==> src/frks_pkg.sv <==
// Shared constants, types and command bundle for the FIFO replacement key set.
`default_nettype none
package frks_pkg;

    localparam int MAX_SLOTS = 16;
    localparam int KEY_BITS  = 32;
    localparam int SLOT_W    = (MAX_SLOTS > 1) ? $clog2(MAX_SLOTS) : 1;
    localparam int CNT_W     = 5;
    localparam int AGE_W     = 4;
    localparam int DIFF_W    = CNT_W + 1;

    typedef enum logic [1:0] {
        S_IDLE = 2'b01,
        S_EXEC = 2'b10
    } t_state;

    typedef struct packed {
        logic load;
        logic exec;
        logic clear;
    } t_ctrl_cmd;

endpackage
`default_nettype wire

==> src/frks_ctrl.sv <==
// Controller state machine: sequences the load and execute steps of each word.
`default_nettype none
module frks_ctrl (
    input  wire logic              i_clk,
    input  wire logic              i_rst_n,
    input  wire logic              i_accept,
    input  wire logic              i_cfg_we,
    output frks_pkg::t_ctrl_cmd    o_cmd
);

    frks_pkg::t_state r_state;
    frks_pkg::t_state n_state;

    always_comb begin
        unique case (r_state)
            frks_pkg::S_IDLE: n_state = i_accept ? frks_pkg::S_EXEC : frks_pkg::S_IDLE;
            frks_pkg::S_EXEC: n_state = i_accept ? frks_pkg::S_EXEC : frks_pkg::S_IDLE;
            default:          n_state = frks_pkg::S_IDLE;
        endcase
    end

    always_ff @(posedge i_clk) begin
        if (!i_rst_n) begin
            r_state <= frks_pkg::S_IDLE;
        end else begin
            r_state <= n_state;
        end
    end

    assign o_cmd.load  = i_accept;
    assign o_cmd.exec  = (r_state == frks_pkg::S_EXEC);
    assign o_cmd.clear = i_cfg_we;

endmodule
`default_nettype wire

==> src/frks_dp.sv <==
// Datapath: slot store with parallel compare, FIFO head, fill count and result registers.
`default_nettype none
module frks_dp (
    input  wire logic                           i_clk,
    input  wire logic                           i_rst_n,
    input  wire frks_pkg::t_ctrl_cmd            i_cmd,
    input  wire logic [frks_pkg::CNT_W-1:0]     i_cfg_wdata,
    input  wire logic                           i_req_type,
    input  wire logic [frks_pkg::KEY_BITS-1:0]  i_key,
    input  wire logic [frks_pkg::AGE_W-1:0]     i_age_position,
    output logic                                o_strobe,
    output logic                                o_hit,
    output logic                                o_evicted_valid,
    output logic [frks_pkg::KEY_BITS-1:0]       o_evicted_key,
    output logic [frks_pkg::CNT_W-1:0]          o_occupancy,
    output logic                                o_read_valid,
    output logic [frks_pkg::KEY_BITS-1:0]       o_read_key
);

    // Captured word
    logic                           r_req;
    logic [frks_pkg::KEY_BITS-1:0]  r_key;
    logic [frks_pkg::AGE_W-1:0]     r_age;

    // Store state
    logic [frks_pkg::KEY_BITS-1:0]  r_slot_key [frks_pkg::MAX_SLOTS];
    logic [frks_pkg::MAX_SLOTS-1:0] r_slot_valid;
    logic [frks_pkg::SLOT_W-1:0]    r_head;
    logic [frks_pkg::CNT_W-1:0]     r_count;
    logic [frks_pkg::CNT_W-1:0]     r_cap;

    // Result registers
    logic                           r_strobe;
    logic                           r_hit;
    logic                           r_ev_valid;
    logic [frks_pkg::KEY_BITS-1:0]  r_ev_key;
    logic [frks_pkg::CNT_W-1:0]     r_occ;
    logic                           r_rd_valid;
    logic [frks_pkg::KEY_BITS-1:0]  r_rd_key;

    logic [frks_pkg::MAX_SLOTS-1:0] match_vec;
    logic                           match;
    logic                           full;
    logic                           evict;
    logic                           insert;
    logic [frks_pkg::DIFF_W-1:0]    diff;
    logic [frks_pkg::DIFF_W-1:0]    wrapped;
    logic [frks_pkg::SLOT_W-1:0]    age_idx;
    logic [frks_pkg::SLOT_W-1:0]    rd_addr;
    logic [frks_pkg::KEY_BITS-1:0]  rd_data;
    logic                           age_ok;
    logic [frks_pkg::SLOT_W-1:0]    n_head;
    logic [frks_pkg::CNT_W-1:0]     n_count;
    logic [frks_pkg::CNT_W-1:0]     cap_eff;

    always_comb begin
        for (int i = 0; i < frks_pkg::MAX_SLOTS; i++) begin
            match_vec[i] = r_slot_valid[i] && (r_slot_key[i] == r_key);
        end
    end

    assign match  = |match_vec;
    assign full   = (r_count == r_cap);
    assign insert = !r_req && !match;
    assign evict  = insert && full && r_slot_valid[r_head];

    // Age 0 sits just behind the head; wrap by adding the capacity once.
    assign diff    = frks_pkg::DIFF_W'(r_head) - frks_pkg::DIFF_W'(1)
                   - frks_pkg::DIFF_W'(r_age);
    assign wrapped = diff[frks_pkg::DIFF_W-1] ? (diff + frks_pkg::DIFF_W'(r_cap)) : diff;
    assign age_idx = wrapped[frks_pkg::SLOT_W-1:0];
    assign age_ok  = (frks_pkg::CNT_W'(r_age) < r_count);

    assign rd_addr = r_req ? age_idx : r_head;
    assign rd_data = r_slot_key[rd_addr];

    assign n_head  = ((frks_pkg::CNT_W'(r_head) + frks_pkg::CNT_W'(1)) == r_cap)
                   ? '0 : (r_head + frks_pkg::SLOT_W'(1));
    assign n_count = (insert && !full) ? (r_count + frks_pkg::CNT_W'(1)) : r_count;

    always_comb begin
        if (i_cfg_wdata == '0) begin
            cap_eff = frks_pkg::CNT_W'(1);
        end else if (i_cfg_wdata > frks_pkg::CNT_W'(frks_pkg::MAX_SLOTS)) begin
            cap_eff = frks_pkg::CNT_W'(frks_pkg::MAX_SLOTS);
        end else begin
            cap_eff = i_cfg_wdata;
        end
    end

    always_ff @(posedge i_clk) begin
        if (i_cmd.load) begin
            r_req <= i_req_type;
            r_key <= i_key;
            r_age <= i_age_position;
        end
        if (i_cmd.exec && insert) begin
            r_slot_key[r_head] <= r_key;
        end
        if (i_cmd.exec) begin
            r_hit      <= !r_req && match;
            r_ev_valid <= evict;
            r_ev_key   <= evict ? rd_data : '0;
            r_occ      <= n_count;
            r_rd_valid <= r_req && age_ok;
            r_rd_key   <= (r_req && age_ok) ? rd_data : '0;
        end
    end

    always_ff @(posedge i_clk) begin
        if (!i_rst_n) begin
            r_slot_valid <= '0;
            r_head       <= '0;
            r_count      <= '0;
            r_cap        <= frks_pkg::CNT_W'(frks_pkg::MAX_SLOTS);
            r_strobe     <= 1'b0;
        end else begin
            r_strobe <= i_cmd.exec;
            if (i_cmd.clear) begin
                r_slot_valid <= '0;
                r_head       <= '0;
                r_count      <= '0;
                r_cap        <= cap_eff;
            end else if (i_cmd.exec && insert) begin
                r_slot_valid[r_head] <= 1'b1;
                r_head               <= n_head;
                r_count              <= n_count;
            end
        end
    end

    assign o_strobe        = r_strobe;
    assign o_hit           = r_hit;
    assign o_evicted_valid = r_ev_valid;
    assign o_evicted_key   = r_ev_key;
    assign o_occupancy     = r_occ;
    assign o_read_valid    = r_rd_valid;
    assign o_read_key      = r_rd_key;

endmodule
`default_nettype wire

==> src/fifo_replacement_key_set_top.sv <==
// Top level of the FIFO replacement key set: controller and datapath.
// A word taken is captured in the word registers, then executed into the result registers that drive the strobe.
// Throughput: one word per cycle, as the execute step of the datapath overlaps the capture of the next word.
// busy is never raised, so a new word may follow in every cycle.
// Reset (i_rst_n low, synchronous) empties the set and sets the capacity to sixteen slots.
// The receiver cannot stall: each result is valid for exactly one cycle with o_strobe.
`default_nettype none
module fifo_replacement_key_set_top (
    input  wire logic                           i_clk,
    input  wire logic                           i_rst_n,
    // Command channel: a word is taken when start is high and busy is low.
    input  wire logic                           start,
    output logic                                busy,
    input  wire logic                           i_req_type,
    input  wire logic [frks_pkg::KEY_BITS-1:0]  i_key,
    input  wire logic [frks_pkg::AGE_W-1:0]     i_age_position,
    // Capacity register write port.
    input  wire logic                           i_cfg_we,
    input  wire logic [frks_pkg::CNT_W-1:0]     i_cfg_wdata,
    // Result channel.
    output logic                                o_strobe,
    output logic                                o_hit,
    output logic                                o_evicted_valid,
    output logic [frks_pkg::KEY_BITS-1:0]       o_evicted_key,
    output logic [frks_pkg::CNT_W-1:0]          o_occupancy,
    output logic                                o_read_valid,
    output logic [frks_pkg::KEY_BITS-1:0]       o_read_key
);

    frks_pkg::t_ctrl_cmd cmd;
    logic                accept;

    // The state that the execute step writes is ready for the next word, so
    // the block can always take a new word.
    assign busy   = 1'b0;
    assign accept = start && !busy;

    // The controller turns the handshake into load and execute commands; a
    // capacity write becomes a clear command that also empties the store.
    frks_ctrl u_ctrl (
        .i_clk    (i_clk),
        .i_rst_n  (i_rst_n),
        .i_accept (accept),
        .i_cfg_we (i_cfg_we),
        .o_cmd    (cmd)
    );

    // The datapath captures the word on load, then on execute compares the key
    // against every valid slot at once, inserts at the head on a miss, evicts the
    // oldest key when full, or looks up a key by its age, and registers the result.
    frks_dp u_dp (
        .i_clk           (i_clk),
        .i_rst_n         (i_rst_n),
        .i_cmd           (cmd),
        .i_cfg_wdata     (i_cfg_wdata),
        .i_req_type      (i_req_type),
        .i_key           (i_key),
        .i_age_position  (i_age_position),
        .o_strobe        (o_strobe),
        .o_hit           (o_hit),
        .o_evicted_valid (o_evicted_valid),
        .o_evicted_key   (o_evicted_key),
        .o_occupancy     (o_occupancy),
        .o_read_valid    (o_read_valid),
        .o_read_key      (o_read_key)
    );

endmodule
`default_nettype wire

==> config.mk <==
export PLATFORM = sky130hd
export DESIGN_NAME = fifo_replacement_key_set_top
export DESIGN_NICKNAME = d
export VERILOG_FILES = /design/src/frks_pkg.sv /design/src/frks_ctrl.sv /design/src/frks_dp.sv /design/src/fifo_replacement_key_set_top.sv
export SDC_FILE = /design/constraint.sdc
export NUM_CORES = 1
export LEC_CHECK = 0
export ABC_CLOCK_PERIOD_IN_PS = 5000
export BUFFER_PORTS_ARGS = -buffer_cell sky130_fd_sc_hd__buf_2
export CELL_PAD_IN_SITES_DETAIL_PLACEMENT = 0
export CELL_PAD_IN_SITES_GLOBAL_PLACEMENT = 2
export CORE_UTILIZATION = 30
export CTS_BUF_LIST = sky130_fd_sc_hd__clkbuf_2 sky130_fd_sc_hd__clkbuf_4 sky130_fd_sc_hd__clkbuf_8
export DETAILED_ROUTE_END_ITERATION = 10
export GPL_ROUTABILITY_DRIVEN = 0
export PLACE_DENSITY = 0.62
export REMOVE_ABC_BUFFERS = 1
export SYNTH_ARGS = -nofsm -noshare
export SYNTH_HDL_FRONTEND = slang
export SYNTH_SLANG_ARGS = --single-unit
==> constraint.sdc <==
create_clock -name i_clk -period 5 [get_ports i_clk]
set_input_delay 0 -clock i_clk [delete_from_list [all_inputs] [get_ports i_clk]]
set_output_delay 0 -clock i_clk [all_outputs]
set_load 0.01 [all_outputs]
==> results_dict.tcl <==
set metrics [dict create \
    htree_levels 3 \
    final_nets 2984 \
    slew_headroom_pct 0.816 \
    grt_pass1_wl_um 196000 \
    syn_area_sq_mm 0.0335 \
    setup_viol 0 \
    rr_worst_depth 13 \
    maxSlewViolCount 0 \
    die_h_um 336 \
    cp-end-kind "register" \
    power_density_mw_per_mm2 337 \
    wl_um 143000 \
    min_period_ps 4860 \
    tritoncts "built" \
    die_w_um 336 \
    grt.overflow.total 0 \
    final.setup_skew_ps 47.5 \
    drt_first_pass_iters 7 \
    final-hold-violation-count 0 \
    whs_endpoint "u_dp.r_cap[1]" \
    whs_ps 154 \
    reg2reg_slack_ps 140 \
    clk_path_buf_depth 3 \
    timing.rr.end "u_dp.o_read_key[30]" \
    synth.distinct_cells 68 \
    finalCritPeriodShare_pct 97.3 \
    max_stage_delay_ps 620 \
    outcome "finished clean" \
    yosys_warnings 0 \
    final_util_pct 36.4 \
    hold_depth 3 \
    portBuffers 118 \
    clk_transition_reported_paths_ps 60 \
    rr_startpoint "u_dp.r_head[0]" \
    core_sq_mm 0.111 \
    static-leakage-power_nw 13.5 \
    clock_sinks 654 \
    dieArea_sq_mm 0.113 \
    multiInputGateArea_sq_mm 0.0132 \
    synth_seq_cells 654 \
    antenna_found_initial 6 \
    start_util_pct 30.2 \
    clock.fmax_ghz 0.206 \
    viasPerCell 5.58 \
    vdd_drop_max_mv 0.200 \
    drc 0 \
    cts_buffers 115 \
    dr_total_vias 25181 \
    wl_per_cell_um 31.7 \
    hp-class "primary input to register" \
    synth-seq-area-share_pct 57.7 \
    ant_nets 0 \
    path_cells "buf_4 > ha_1 > fa_1 > fa_1 > inv_1 > a31oi_4 > nand3_4 > buf_12 > buf_12 > a211oi_1 > o21ai_0 > a32o_1 > and2_1" \
    final-seq-area_sq_mm 0.0193 \
    path_buf_inv 4 \
    critPathRequiredTime_ps 5520 \
    dpl.hpwl_um 98600 \
    clock_latency_ps 800 \
    async_flop_share_pct 0 \
    cts-root-buf "clkbuf_8" \
    grt_use_total_pct 24.9 \
    drt_iter0_markers 2993 \
    cp-start-kind "register" \
    syn_to_final_growth_pct 20.2 \
    boundaryPins 120 \
    synth.avg_cell_area_sq_um 12.9 \
    max_cap_viol_count 0 \
    synth_enable_flop_cells 621 \
    hp-start "i_rst_n" \
    crit_arrival_ps 5380 \
    row_count 122 \
    path_max_fanout 46 \
    slowest_stage "a211oi_1" \
    netlist_instances 2592 \
    grt_pass1_vias 24439 \
    crit_type "register to register" \
    grt_max_degree 63 \
    drive_gt1_share_pct 18.0 \
    fillers 10707 \
    worst_slew_pin_slew_ps 1490 \
    synth_ff_type "edfxtp_1" \
    grt_setup_unrepaired "no" \
    cp_top_family "compound AO/OA/AOI/OAI gates" \
]
metal layers:
layer  GRT usage [%]  up-vias  wire (um)
li1                -    10696          -
met2            38.5     1382      64000
met3            3.62      241      11200
met5               0        -          0
met1            34.6    12862      61500
met4            11.0        0       6560
Yosys cell counts, types with 5 or more instances:
library cell	count	area (sq um)
nor2_1	20	75.1
nand2b_1	13	81.3
mux4_2	5	113
clkbuf_1	91	342
inv_1	26	97.6
nand3_1	36	180
nand4b_1	11	96.3
buf_2	33	165
a2111oi_0	34	298
or2_2	7	43.8
xor2_1	271	2370
buf_1	6	22.5
nor4b_1	9	78.8
mux2i_1	118	1180
nor4_1	108	676
xnor2_1	252	2210
or3_1	5	31.3
ha_1	16	200
and4_1	91	797
or4_1	8	60.1
o211ai_1	6	45.0
a211oi_1	58	435
a32o_1	43	430
and2_1	37	231
a31oi_1	35	219
a21oi_1	14	70.1
dfxtp_1	33	661
buf_6	18	203
nand4_1	113	707
nor2b_1	41	257
and3_1	21	131
buf_4	41	308
edfxtp_1	621	18600
o21ai_0	40	200
a32oi_1	27	236
a221oi_1	32	280
nand2_1	157	589
nor3_1	34	170
a311oi_1	5	43.8
per-stage QoR:
step	instances	setup WS (ps)	area (sq um)	setup TNS (ps)	power, W
6_report	4511	136	40200	0	0.0136
4_1_cts	4506	32.7	40200	0	0.0136
5_1_grt	4509	22.0	40200	0	0.0139
2_1_floorplan	2403	-8960	32400	-571520	0.00744
3_5_place_dp	4201	-29.1	37100	-80.5	0.00860
3_3_place_gp	4201	12.4	37100	0	0.00861
power by group:
part | internal [W] | switching, W | total (W)
registers | 0.00607 | 0.0000632 | 0.00613
logic | 0.000831 | 0.00163 | 0.00246
clock network | 0.00261 | 0.00237 | 0.00498
worst min-delay path, cell delays in order:
cell           delay [ps]
dlygate4sd3_1         530
buf_2                 210
and2_1                140
area by class of cell:
| type | instances | area share, % |
|---|---|---|
| Sequential cell | 654 | 48.0 |
| Multi-Input combinational cell | 1722 | 32.7 |
| Tap cell | 1488 | 4.63 |
| Clock inverter | 59 | 0.793 |
| Antenna cell | 3 | 0.0187 |
| Timing Repair Buffer | 400 | 8.83 |
| Clock buffer | 158 | 4.81 |
| Inverter | 27 | 0.252 |
worst max path at each step:
stage,endpoint,cells after the start,start
floorplan,u_dp.o_evicted_key[16],11,u_dp.r_head[0]
global placement,u_dp.o_read_key[24],12,u_dp.r_head[0]
detailed placement,u_dp.o_read_key[24],12,u_dp.r_head[0]
CTS,u_dp.o_read_key[30],13,u_dp.r_head[0]
global route,u_dp.o_evicted_key[27],16,u_dp.r_head[1]
finish,u_dp.o_read_key[30],13,u_dp.r_head[0]
registers in the layout, indices dropped and copies added, names as in the netlist:
signal and flops:
u_dp.r_count 5, u_dp.r_head 4, u_dp.o_read_valid 1, u_dp.r_cap 5, u_dp.o_evicted_key 32, u_dp.o_read_key 32, u_dp.o_strobe 1, u_dp.r_req 1
u_dp.o_evicted_valid 1, u_ctrl.r_state 2, u_dp.r_slot_key 512, u_dp.o_occupancy 5, u_dp.r_key 32, u_dp.r_age 4, u_dp.r_slot_valid 16, u_dp.o_hit 1
placed cells by master (no fill, tap or decap), drive strengths merged, types with 6 or more instances in the layout:
cell type / Yosys / final
edfxtp: 621 / 621
buf: 98 / 312
xor2: 271 / 271
xnor2: 252 / 252
clkbuf: 91 / 158
nand2: 157 / 157
mux2i: 118 / 118
nand4: 113 / 113
nor4: 108 / 108
and4: 92 / 92
dlygate4sd3: 0 / 88
a211oi: 58 / 58
clkinv: 1 / 54
o21ai: 44 / 44
a32o: 43 / 43
nor2b: 41 / 41
and2: 38 / 38
nand3: 36 / 36
a31oi: 36 / 36
nor3: 34 / 34
a2111oi: 34 / 34
dfxtp: 33 / 33
a221oi: 32 / 32
inv: 26 / 28
a32oi: 27 / 27
and3: 22 / 22
nor2: 20 / 20
ha: 16 / 16
a21oi: 14 / 14
nand2b: 13 / 13
nand4b: 11 / 11
nor4b: 9 / 9
or4: 8 / 8
or2: 7 / 7
o211ai: 6 / 6
logic make-up (layout without fill, tap and decap cells):
family	after synthesis	in the layout	share of synthesized area, %
simple gates	730	730	13.1
flops	654	654	57.7
xor+xnor	523	523	13.7
compound gates	326	326	7.51
buf+inv	216	644	3.41
mux	124	124	3.90
fa+ha+maj	18	18	0.718
other cells	1	4	0.0112
what timing repair did:
item	CTS	global route
hold buffers	88	0
gates resized for setup	2	0
setup buffers	0	2
endpoints found under the setup margin	4	14
endpoints found under the hold margin	107	0
Note: power is estimated with default switching activity, not from simulation.
